===== src/rtl/core/onf_pkg.sv =====
// Shared constants, codes and command/status types of the octave value-noise field.
package onf_pkg;

	localparam int MAX_WIDTH   = 64;
	localparam int MAX_HEIGHT  = 64;
	localparam int MAX_OCTAVES = 8;
	localparam int SAMPLE_BITS = 16;

	localparam int STORE_DEPTH = MAX_WIDTH * MAX_HEIGHT;
	localparam int ADDR_W      = $clog2(STORE_DEPTH);
	localparam int IDX_W       = 12;
	localparam int CFG_W       = 7;
	localparam int OCT_W       = 4;
	localparam int CFG_IDX_W   = 2;
	localparam int COL_W       = $clog2(MAX_WIDTH);
	localparam int ROW_W       = $clog2(MAX_HEIGHT);
	localparam int SH_W        = 4;

	localparam int BLEND_BITS  = 8;
	localparam int BLEND_W     = BLEND_BITS + 1;
	localparam int TOP_W       = SAMPLE_BITS + BLEND_BITS;
	localparam int PROD_W      = SAMPLE_BITS + 2 * BLEND_BITS;
	localparam int ACC_W       = PROD_W + MAX_OCTAVES;

	localparam int DVD_W       = ACC_W - 2 * BLEND_BITS;
	localparam int DVS_W       = 8;
	localparam int DCNT_W      = $clog2(DVD_W + 1);
	localparam int NB_IDX      = IDX_W;
	localparam int NB_GRID     = BLEND_BITS + 1;
	localparam int NB_ACC      = DVD_W;

	localparam int IN_DATA_W   = 32;
	localparam int OUT_DATA_W  = 32;

	typedef enum logic [CFG_IDX_W-1:0] {
		REG_WIDTH   = 2'd0,
		REG_HEIGHT  = 2'd1,
		REG_OCTAVES = 2'd2
	} cfg_reg_t;

	typedef enum logic {
		REQ_LOAD = 1'b0,
		REQ_READ = 1'b1
	} req_type_t;

	typedef enum logic [2:0] {
		DSEL_IDX,
		DSEL_ROW,
		DSEL_I1,
		DSEL_J1,
		DSEL_ACC
	} div_sel_t;

	typedef enum logic [4:0] {
		S_IDLE,
		S_DIDX_GO,
		S_DIDX_WT,
		S_DROW_GO,
		S_DROW_WT,
		S_SETUP,
		S_DI1_GO,
		S_DI1_WT,
		S_DJ1_GO,
		S_DJ1_WT,
		S_RD0,
		S_RD1,
		S_RD2,
		S_RD3,
		S_RD4,
		S_TOP,
		S_BOT,
		S_V1,
		S_V2,
		S_DACC_GO,
		S_DACC_WT,
		S_OUT
	} state_t;

	typedef struct packed {
		logic       load_wr;
		logic       accept_read;
		logic       div_start;
		div_sel_t   div_sel;
		logic       cap_div;
		logic       oct_init;
		logic       oct_setup;
		logic       rd_en;
		logic [1:0] rd_corner;
		logic       cap_en;
		logic [1:0] cap_corner;
		logic       blend_top;
		logic       blend_bot;
		logic       blend_v1;
		logic       blend_v2;
		logic       out_load;
	} cmd_t;

	typedef struct packed {
		logic div_idle;
		logic last_oct;
		logic out_free;
	} status_t;

endpackage


===== src/rtl/core/onf_ctrl.sv =====
// Controller: sequences divides, corner reads, blends and octaves for one pixel.
module onf_ctrl (
	input  logic             clk,
	input  logic             arst_n,
	input  logic             s_tvalid,
	output logic             s_tready,
	input  logic             req_type,
	input  onf_pkg::status_t status,
	output onf_pkg::cmd_t    cmd
);

	onf_pkg::state_t state_q, state_d;

	always_ff @(posedge clk or negedge arst_n) begin
		if (!arst_n) begin
			state_q <= onf_pkg::S_IDLE;
		end else begin
			state_q <= state_d;
		end
	end

	always_comb begin
		state_d  = state_q;
		cmd      = '0;
		s_tready = 1'b0;
		unique case (state_q)
			onf_pkg::S_IDLE: begin
				s_tready = 1'b1;
				if (s_tvalid) begin
					if (req_type == onf_pkg::REQ_READ) begin
						cmd.accept_read = 1'b1;
						state_d = onf_pkg::S_DIDX_GO;
					end else begin
						cmd.load_wr = 1'b1;
					end
				end
			end
			onf_pkg::S_DIDX_GO: begin
				cmd.div_sel   = onf_pkg::DSEL_IDX;
				cmd.div_start = 1'b1;
				state_d = onf_pkg::S_DIDX_WT;
			end
			onf_pkg::S_DIDX_WT: begin
				cmd.div_sel = onf_pkg::DSEL_IDX;
				if (status.div_idle) begin
					cmd.cap_div = 1'b1;
					state_d = onf_pkg::S_DROW_GO;
				end
			end
			onf_pkg::S_DROW_GO: begin
				cmd.div_sel   = onf_pkg::DSEL_ROW;
				cmd.div_start = 1'b1;
				state_d = onf_pkg::S_DROW_WT;
			end
			onf_pkg::S_DROW_WT: begin
				cmd.div_sel = onf_pkg::DSEL_ROW;
				if (status.div_idle) begin
					cmd.cap_div  = 1'b1;
					cmd.oct_init = 1'b1;
					state_d = onf_pkg::S_SETUP;
				end
			end
			onf_pkg::S_SETUP: begin
				cmd.oct_setup = 1'b1;
				state_d = onf_pkg::S_DI1_GO;
			end
			onf_pkg::S_DI1_GO: begin
				cmd.div_sel   = onf_pkg::DSEL_I1;
				cmd.div_start = 1'b1;
				state_d = onf_pkg::S_DI1_WT;
			end
			onf_pkg::S_DI1_WT: begin
				cmd.div_sel = onf_pkg::DSEL_I1;
				if (status.div_idle) begin
					cmd.cap_div = 1'b1;
					state_d = onf_pkg::S_DJ1_GO;
				end
			end
			onf_pkg::S_DJ1_GO: begin
				cmd.div_sel   = onf_pkg::DSEL_J1;
				cmd.div_start = 1'b1;
				state_d = onf_pkg::S_DJ1_WT;
			end
			onf_pkg::S_DJ1_WT: begin
				cmd.div_sel = onf_pkg::DSEL_J1;
				if (status.div_idle) begin
					cmd.cap_div = 1'b1;
					state_d = onf_pkg::S_RD0;
				end
			end
			// one corner read per cycle, each captured into its corner register in the next state
			onf_pkg::S_RD0: begin
				cmd.rd_en     = 1'b1;
				cmd.rd_corner = 2'd0;
				state_d = onf_pkg::S_RD1;
			end
			onf_pkg::S_RD1: begin
				cmd.rd_en      = 1'b1;
				cmd.rd_corner  = 2'd1;
				cmd.cap_en     = 1'b1;
				cmd.cap_corner = 2'd0;
				state_d = onf_pkg::S_RD2;
			end
			onf_pkg::S_RD2: begin
				cmd.rd_en      = 1'b1;
				cmd.rd_corner  = 2'd2;
				cmd.cap_en     = 1'b1;
				cmd.cap_corner = 2'd1;
				state_d = onf_pkg::S_RD3;
			end
			onf_pkg::S_RD3: begin
				cmd.rd_en      = 1'b1;
				cmd.rd_corner  = 2'd3;
				cmd.cap_en     = 1'b1;
				cmd.cap_corner = 2'd2;
				state_d = onf_pkg::S_RD4;
			end
			onf_pkg::S_RD4: begin
				cmd.cap_en     = 1'b1;
				cmd.cap_corner = 2'd3;
				state_d = onf_pkg::S_TOP;
			end
			onf_pkg::S_TOP: begin
				cmd.blend_top = 1'b1;
				state_d = onf_pkg::S_BOT;
			end
			onf_pkg::S_BOT: begin
				cmd.blend_bot = 1'b1;
				state_d = onf_pkg::S_V1;
			end
			onf_pkg::S_V1: begin
				cmd.blend_v1 = 1'b1;
				state_d = onf_pkg::S_V2;
			end
			onf_pkg::S_V2: begin
				cmd.blend_v2 = 1'b1;
				state_d = status.last_oct ? onf_pkg::S_DACC_GO : onf_pkg::S_SETUP;
			end
			onf_pkg::S_DACC_GO: begin
				cmd.div_sel   = onf_pkg::DSEL_ACC;
				cmd.div_start = 1'b1;
				state_d = onf_pkg::S_DACC_WT;
			end
			onf_pkg::S_DACC_WT: begin
				cmd.div_sel = onf_pkg::DSEL_ACC;
				if (status.div_idle) begin
					cmd.cap_div = 1'b1;
					state_d = onf_pkg::S_OUT;
				end
			end
			onf_pkg::S_OUT: begin
				if (status.out_free) begin
					cmd.out_load = 1'b1;
					state_d = onf_pkg::S_IDLE;
				end
			end
			default: state_d = onf_pkg::S_IDLE;
		endcase
	end

`ifndef SYNTHESIS
	a_div_not_busy: assert property (@(posedge clk) disable iff (!arst_n)
		cmd.div_start |-> status.div_idle)
		else $error("divider restarted while busy");
`endif

endmodule


===== config.mk =====
export PLATFORM = sky130hd
export DESIGN_NAME = onf_ctrl
export DESIGN_NICKNAME = d
export VERILOG_FILES = /design/src/rtl/core/onf_pkg.sv /design/src/rtl/core/onf_ctrl.sv
export SDC_FILE = /design/constraint.sdc
export NUM_CORES = 1
export LEC_CHECK = 0
export BUFFER_PORTS_ARGS = -buffer_cell sky130_fd_sc_hd__clkbuf_2
export CAP_MARGIN = 30
export CORE_AREA = 5 5 46 48
export DETAILED_ROUTE_END_ITERATION = 12
export DIE_AREA = 0 0 51 53
export HOLD_SLACK_MARGIN = 0.03
export PLACE_DENSITY = 0.76
export SETUP_SLACK_MARGIN = 0.15
export SYNTH_ARGS = -nofsm -noshare
export SYNTH_HDL_FRONTEND = slang
export SYNTH_SLANG_ARGS = --single-unit

===== constraint.sdc =====
create_clock -name clk -period 1.7 [get_ports clk]
set_input_delay 0.34 -clock clk [delete_from_list [all_inputs] [get_ports clk]]
set_output_delay 0.34 -clock clk [all_outputs]
set_load 0.02 [all_outputs]

==> impl_metrics.csv, run 1 <==
group,metric,value,unit
sta,worstEndpointType,"top-level output",
clocking,cts_buffers,3,
outcome,stop_error,"[ERROR DPL-0038] Utilization greater than 100%, impossible to legalize",
yosys,yosys.area.top_type,"dfrtp_1",
outcome,haltStage,"global routing",
sta,crit_endpoint,"cmd[7]",
clocking,clock_sinks,5,
yosys,ys_ff_latch,5,
clocking,root_buffer,"clkbuf_4",
yosys,avgSynthCellArea,7.144,µm²
yosys,synth_fp_nets,107,
clocking,cts_max_level,1,
yosys,synth-edff-count,0,
yosys,yosys-top-cells-area,"dfrtp_1 (18%), buf_2 (5.6%), nor3_1 (5.6%)",
yosys,ys.flop_type,"dfrtp_1",
outcome,outcome,"stopped before the end",
place,portBuffers,27,
place,dp_hpwl,1748,µm
floorplan,die_h,53,µm
yosys,synth_top_area_frac,0.1751,
floorplan,die-width,51,µm
global_routing,grt_start_max_net_pins,13,
floorplan,start_util,0.4277,
place,dpl.cell_count,152,
floorplan,num_io_pins,28,
yosys,synth.distinct_cells,40,
yosys,async_reset_ff_frac,1.000,
yosys,yosysWarningCount,0,
yosys,ys_seq_area_frac,0.1751,
yosys,syn_area,714.4,µm²
clocking,cts_max_path_buffers,2,
place,place_congestion,0.8002,
yosys,syn_inst,100,
floorplan,rows,15,
[what timing repair did]
action                                  in CTS
endpoints found under the setup margin      25
hold endpoints to repair                     5
gates cloned                                 1
pin swaps                                   17
hold buffers                                 1
gates resized for setup                     76
buffers inserted                            22
[cell usage after synthesis, types with 2 or more instances]
cell      count
nand2_1       7
buf_2         8
nor3b_1       4
nor2_1       10
xnor2_1       3
o21a_1        2
nor4b_1       2
dfrtp_1       5
nor3_1        8
and3_1        3
nand3_1       2
a22oi_1       2
o31ai_1       2
inv_1         5
mux2_1        2
nor2b_1       3
and2_1        2
nand2b_1      3
o22ai_1       2
a21oi_1       5
[per-stage QoR]
step / worst slack (ns) / cell area, µm²
CTS: -0.1793 / 1479
floorplan: 0.05965 / 779.5
detailed placement: -0.006615 / 999.7
global placement: 0.001753 / 999.7
[kinds of logic after synthesis]
family,Yosys count,share of synthesized area
DFF,5,0.1751
and+or+nand+nor,50,0.3853
buffers and inverters,15,0.1086
xor gates and xnor gates,3,0.03678
AOI/OAI and AO/OA,24,0.2487
muxes,3,0.04553
==> inputs of run 2 (changes only) <==
- CORE_AREA: 5 5 46 48 -> 5 5 66 68
- DIE_AREA: 0 0 51 53 -> 0 0 71 73
- HOLD_SLACK_MARGIN: 0.03 -> default
- PLACE_DENSITY: 0.76 -> default
- PLACE_DENSITY_LB_ADDON: default -> 0.15
- SETUP_SLACK_MARGIN: 0.15 -> default
==> run 2 against run 1 <==
The flow now finishes, with violations (setup timing). Synthesized cell count unchanged. Area after synthesis unchanged.
==> impl_metrics.csv, run 2 <==
group,metric,value,unit
outcome,outcome,"finished, violations left",
setup_path,crit_start,"state_q[2]$_DFFE_PN0P_",
yosys,ys_ff_latch,5,
clocking,clk_pin_slew,0.04,ns
sta,fin_ws,-0.1383,ns
setup_path,rrSetupSlack,-0.03,ns
clocking,clock_sinks,5,
clocking,cts_max_path_buffers,2,
clocking,cts_max_level,1,
global_routing,grt_start_max_net_pins,14,
cells_and_area,diodes,0,
clocking,clk_latency,0.22,ns
yosys,syn_area,714.4,µm²
setup_path,cp-end-kind,"output port",
global_routing,antenna_found_initial,0,
power_and_ir_drop,irDropWorstVdd,0.7814,mV
floorplan,rows,23,
power_and_ir_drop,power.density,2160,nW/µm²
sta,worst_slew_pin_slew,0.3470,ns
cells_and_area,layout_common_cells,"buf_4 (39), buf_6 (16), clkbuf_8 (8)",
global_routing,grt_pass1_wl,4554,µm
cells_and_area,top_register,"state_q",
yosys,yosys-top-cells-area,"dfrtp_1 (18%), buf_2 (5.6%), nor3_1 (5.6%)",
sta,final.min_clock_period,1.838,ns
yosys,avgSynthCellArea,7.144,µm²
setup_path,ff2ff_path_depth,6,
detailed_routing,wl_per_cell,13.21,µm
setup_path,crit_slowest_cell,"dfrtp_2",
place,placed_cell_area,1077,µm²
setup_path,crit_type,"reg -> out",
cells_and_area,largestRegisters,"state_q (5)",
setup_path,endpoint,"cmd[7]",
cells_and_area,area_delta_synth_final,133.1,%
yosys,ys.flop_type,"dfrtp_1",
sta,slew_headroom,0.7682,
setup_path,crit_path_start_kind,"register",
yosys,synth_fp_nets,107,
sta,setup_viol,18,
detailed_routing,ant_nets,0,
power_and_ir_drop,power.leakage,0.0007698,µW
yosys,ys_seq_area_frac,0.1751,
yosys,yosysWarningCount,0,
setup_path,path_buf_inv,1,
global_routing,grt_remaining_overflow,0,
clocking,root_buffer,"clkbuf_8",
sta,fmax,544.0,MHz
detailed_routing,via_per_inst,4.613,
sta,post-route-period-util,1.081,
setup_path,r2r_end,"state_q[2]$_DFFE_PN0P_",
yosys,synth.distinct_cells,40,
sta,clock_skew,0.001843,ns
outcome,violations,"setup timing",
yosys,synth-edff-count,0,
setup_path,crit_arrival,1.50,ns
sta,grt_setup_unrepaired,"yes",
yosys,synth_commonest_cells,"nor2_1 (10), buf_2 (8), nor3_1 (8)",
cells_and_area,design_area,1665,µm²
setup_path,regToRegStartpoint,"state_q[2]$_DFFE_PN0P_",
place,dp_hpwl,1962,µm
setup_path,path_depth,5,
setup_path,path_cells,"xnor2_1 -> nor2_1 -> and2_4 -> or2_4 -> buf_8",
place,place_congestion,0.7261,
cells_and_area,nets,175,
cells_and_area,final_common_cell,"buf_4",
yosys,async_reset_ff_frac,1.000,
setup_path,critPathTopFamily,"simple AND/OR/NAND/NOR gates",
detailed_routing,via_count,1001,
place,portBuffers,27,
sta,hold_viol_final,0,
detailed_routing,drc,0,
yosys,yosys.area.top_type,"dfrtp_1",
worst_hold_path,hold_class,"in -> async",
yosys,synth_top_area_frac,0.1751,
detailed_routing,first_pass_iters,4,
cells_and_area,drive_gt1_frac,0.7006,
detailed_routing,totalWireLength,2867,µm
floorplan,dieArea,5183,µm²
setup_path,worst_path_largest_cell_delay,0.46,ns
global_routing,grt_pass1_vias,998,
cells_and_area,instances_no_fill,217,
floorplan,die_h,73,µm
place,dpl.cell_count,193,
run,cap_viol_max_count,0,
sta,holdWs,0.4731,ns
floorplan,core,3799,µm²
floorplan,start_util,0.1881,
clocking,cts_buffers,3,
floorplan,num_io_pins,28,
clocking,cts_tree,"done",
floorplan,die-width,71,µm
cells_and_area,filler_cell_count,394,
sta,slew_viol_final,0,
setup_path,required,1.36,ns
cells_and_area,fin_util,0.4384,
yosys,yosysMostFrequentCell,"nor2_1",
detailed_routing,drt_iter0_markers,30,
cells_and_area,largest_reg_flops,5,
yosys,syn_inst,100,
global_routing,track_usage,0.1059,
setup_path,cp_max_fo,6,
## run 2: cell counts after synthesis
Identical to the previous run, type by type.
## run 2: repair_timing
action	in CTS	in global routing
pin swaps	7	15
hold buffers	1	0
gates resized for setup	54	55
hold endpoints to repair	5	0
setup endpoints to repair	22	24
cloned	0	1
setup buffers	11	9
## run 2: how the worst min path moves through the flow
stage                              to  slack, ns  cells after the start
3_5_place_dp   state_q[3]$_DFFE_PN0P_       0.16                      1
3_3_place_gp   state_q[0]$_DFFE_PN0P_       0.16                      1
5_1_grt        state_q[3]$_DFFE_PN0P_       0.51                      2
4_1_cts        state_q[4]$_DFFE_PN0P_       0.48                      2
6_report       state_q[4]$_DFFE_PN0P_       0.47                      2
2_1_floorplan  state_q[0]$_DFFE_PN0P_       0.04                      0
## run 2: report_power, final
part	leakage [µW]	internal [µW]	switching [µW]
combinational	0.000692	1660	1410
sequential	0.0000549	190	120
clock	0.0000228	161	55.2
## run 2: kinds of logic (layout without fill, tap and decap cells)
kind of cell,Yosys count,in the layout,synth area share
xor gates and xnor gates,3,3,0.03678
muxes,3,3,0.04553
buffers and inverters,15,82,0.1086
and+or+nand+nor,50,50,0.3853
AOI/OAI and AO/OA,24,24,0.2487
DFF,5,5,0.1751
## run 2: final cells by class
class	count	area, µm²	share of cell area
Clock buffer	4	45.04	0.02705
Timing Repair Buffer	73	664.4	0.3989
Multi-Input combinational cell	80	740.7	0.4448
Inverter	5	21.27	0.01277
Tap cell	50	62.56	0.03757
Sequential cell	5	131.4	0.07889
## run 2: stage by stage
stage               TNS [ns]  power, µW  worst slack (ns)
finish                -1.402       3597           -0.1383
global route          -2.789       3841           -0.2187
CTS                   -1.381       2980           -0.1508
detailed placement  -0.07179       2201          -0.02559
global placement     -0.2163       2218          -0.07445
floorplan            -0.1372       1491           -0.1372
## run 2: routing by layer
layer,up-vias,GRT usage,routed length [µm]
li1,498,-,-
met1,478,0.1339,1242
met2,21,0.1864,1498
met3,4,0.01102,91
met4,0,0.03758,34
met5,-,0,0
Power figures use the tool's default switching activity.
==> inputs of run 3 (changes only) <==
==> constraint.sdc (replaced) <==
create_clock -name clk -period 1.7 [get_ports clk]
set_input_delay 0 -clock clk [delete_from_list [all_inputs] [get_ports clk]]
set_output_delay 0 -clock clk [all_outputs]
set_load 0.02 [all_outputs]
==> run 3 against run 2 <==
The flow now finishes without violations. Routed wire length decreased by 14%. Clock-buffer cell count unchanged. Cell count decreased by 12%. First-iteration DRC count fell by 3.3%. Combinational power is 37% lower. Worst setup slack improved by 0.17 ns. Non-clock buffer count shrank 25. Via count down 12%. Hold slack got worse by 0.35 ns. Highest routed layer unchanged.
==> impl_metrics.csv, run 3 (synthesized netlist as in run 2, its figures left out) <==
group,metric,value,unit
outcome,outcome,"finished clean",
global_routing,grt_pass1_vias,841,
setup_path,ff2ff_path_depth,5,
detailed_routing,totalWireLength,2469,µm
sta,final.min_clock_period,1.665,ns
sta,fmax,600.7,MHz
sta,slew_headroom,0.7317,
clocking,clk_latency,0.22,ns
floorplan,die-width,71,µm
floorplan,dieArea,5183,µm²
setup_path,crit_path_start_kind,"register",
clocking,cts_buffers,3,
power_and_ir_drop,p_sw,1183,µW
clocking,clk_pin_slew,0.04,ns
global_routing,track_usage,0.09294,
setup_path,regToRegStartpoint,"state_q[2]$_DFFE_PN0P_",
sta,worst_slew_pin_slew,0.3969,ns
cells_and_area,top_register,"state_q",
cells_and_area,drive_gt1_frac,0.4648,
detailed_routing,first_pass_iters,4,
detailed_routing,via_per_inst,4.573,
sta,post-route-period-util,0.9792,
power_and_ir_drop,power_frac_clock,0.089,
cells_and_area,fin_util,0.2974,
floorplan,num_io_pins,28,
run,cap_viol_max_count,0,
global_routing,antenna_found_initial,0,
setup_path,cp_max_fo,6,
sta,grt_setup_unrepaired,"yes",
setup_path,r2r_end,"state_q[0]$_DFFE_PN0P_",
cells_and_area,largestRegisters,"state_q (5)",
clocking,cts_max_level,1,
place,pre_cts_ws,0.1016,ns
global_routing,grt_pass1_wl,3877,µm
place,dp_hpwl,1802,µm
setup_path,required,1.79,ns
cells_and_area,filler_cell_count,432,
cells_and_area,layout_common_cells,"clkbuf_2 (26), buf_4 (17), nor2_1 (10)",
detailed_routing,wl_per_cell,12.86,µm
sta,clock_skew,0.003796,ns
sta,setup_viol,0,
power_and_ir_drop,irDropWorstVdd,0.6103,mV
setup_path,crit_type,"reg -> reg",
floorplan,rows,23,
setup_path,cp-end-kind,"register",
sta,slew_viol_final,0,
cells_and_area,area_delta_synth_final,58.14,%
detailed_routing,drc,0,
clocking,cts_max_path_buffers,2,
power_and_ir_drop,comb_power_share,0.786,
setup_path,crit_arrival,1.76,ns
power_and_ir_drop,power.density,2163,nW/µm²
power_and_ir_drop,power.leakage,0.0005448,µW
floorplan,die_h,73,µm
place,dpl.cell_count,175,
sta,hold_viol_final,0,
place,portBuffers,27,
cells_and_area,largest_reg_flops,5,
global_routing,grt_start_max_net_pins,18,
worst_hold_path,hold_class,"in -> async",
clocking,cts_tree,"done",
detailed_routing,drt_iter0_markers,29,
detailed_routing,via_count,878,
power_and_ir_drop,seq_power_share,0.125,
cells_and_area,nets,150,
clocking,clock_sinks,5,
floorplan,core,3799,µm²
clocking,root_buffer,"clkbuf_8",
floorplan,start_util,0.1881,
power_and_ir_drop,switching_share,0.4840,
power_and_ir_drop,p_int,1261,µW
setup_path,rrSetupSlack,0.04,ns
detailed_routing,ant_nets,0,
cells_and_area,diodes,0,
place,place_congestion,0.7854,
cells_and_area,final_common_cell,"clkbuf_2",
global_routing,grt_remaining_overflow,0,
sta,fin_ws,0.03541,ns
cells_and_area,instances_no_fill,192,
## run 3: layout make-up
type	count	area [µm²]	share of cell area
Multi-Input combinational cell	80	544.3	0.4817
Timing Repair Buffer	48	329.1	0.2913
Sequential cell	5	130.1	0.1152
Tap cell	50	62.56	0.05537
Clock buffer	4	45.04	0.03987
Inverter	5	18.77	0.01661
## run 3: how the worst max path moves through the flow
stage	slack, ns	startpoint	end
floorplan	0.14	state_q[0]$_DFFE_PN0P_	cmd[7]
global placement	0.15	state_q[0]$_DFFE_PN0P_	state_q[4]$_DFFE_PN0P_
detailed placement	0.10	state_q[1]$_DFFE_PN0P_	state_q[4]$_DFFE_PN0P_
CTS	0.02	state_q[3]$_DFFE_PN0P_	cmd[13]
global route	-0.07	state_q[2]$_DFFE_PN0P_	state_q[4]$_DFFE_PN0P_
finish	0.04	state_q[2]$_DFFE_PN0P_	state_q[0]$_DFFE_PN0P_
## run 3: layer usage
metal / share of wire / vias to the layer above / wire [µm] / GRT usage
met2: 0.49 / 22 / 1206 / 0.1596
met3: 0.055 / 4 / 137 / 0.02893
met4: 0.015 / 0 / 36 / 0.03758
met5: 0 / - / 0 / 0
met1: 0.44 / 414 / 1089 / 0.1073
li1: - / 438 / - / -
## run 3: power by group through the flow
stage               logic, µW  registers, µW  clock network, µW
floorplan                1220            230                  0
global placement         1580            318                  0
detailed placement       1580            317                  0
CTS                      1650            310                225
global route             2100            315                237
finish                   1920            306                218
## run 3: per-stage QoR
stage | area (µm²) | hold slack [ns] | TNS, ns | power (µW)
floorplan | 714.4 | -0.2956 | 0 | 1450
global placement | 925.9 | -0.1761 | 0 | 1902
detailed placement | 925.9 | -0.1785 | 0 | 1899
CTS | 1003 | 0.1338 | 0 | 2182
global route | 1130 | 0.1410 | -0.1670 | 2652
finish | 1130 | 0.1275 | 0 | 2444
## run 3: worst max-delay path, cell delays in order, from the launching register on
cell and delay (ns):
dfrtp_2 0.44, buf_4 0.15, nor4b_1 0.34, a32oi_1 0.13
nand3_2 0.15, mux2_1 0.33
## run 3: repair_timing
action / in CTS / in global routing
setup endpoints to repair: 3 / 6
endpoints found under the hold margin: 5 / 0
buffers inserted: 1 / 10
pin swaps: 0 / 0
hold buffers: 1 / 0
cloned: 0 / 1
resized for setup: 6 / 8
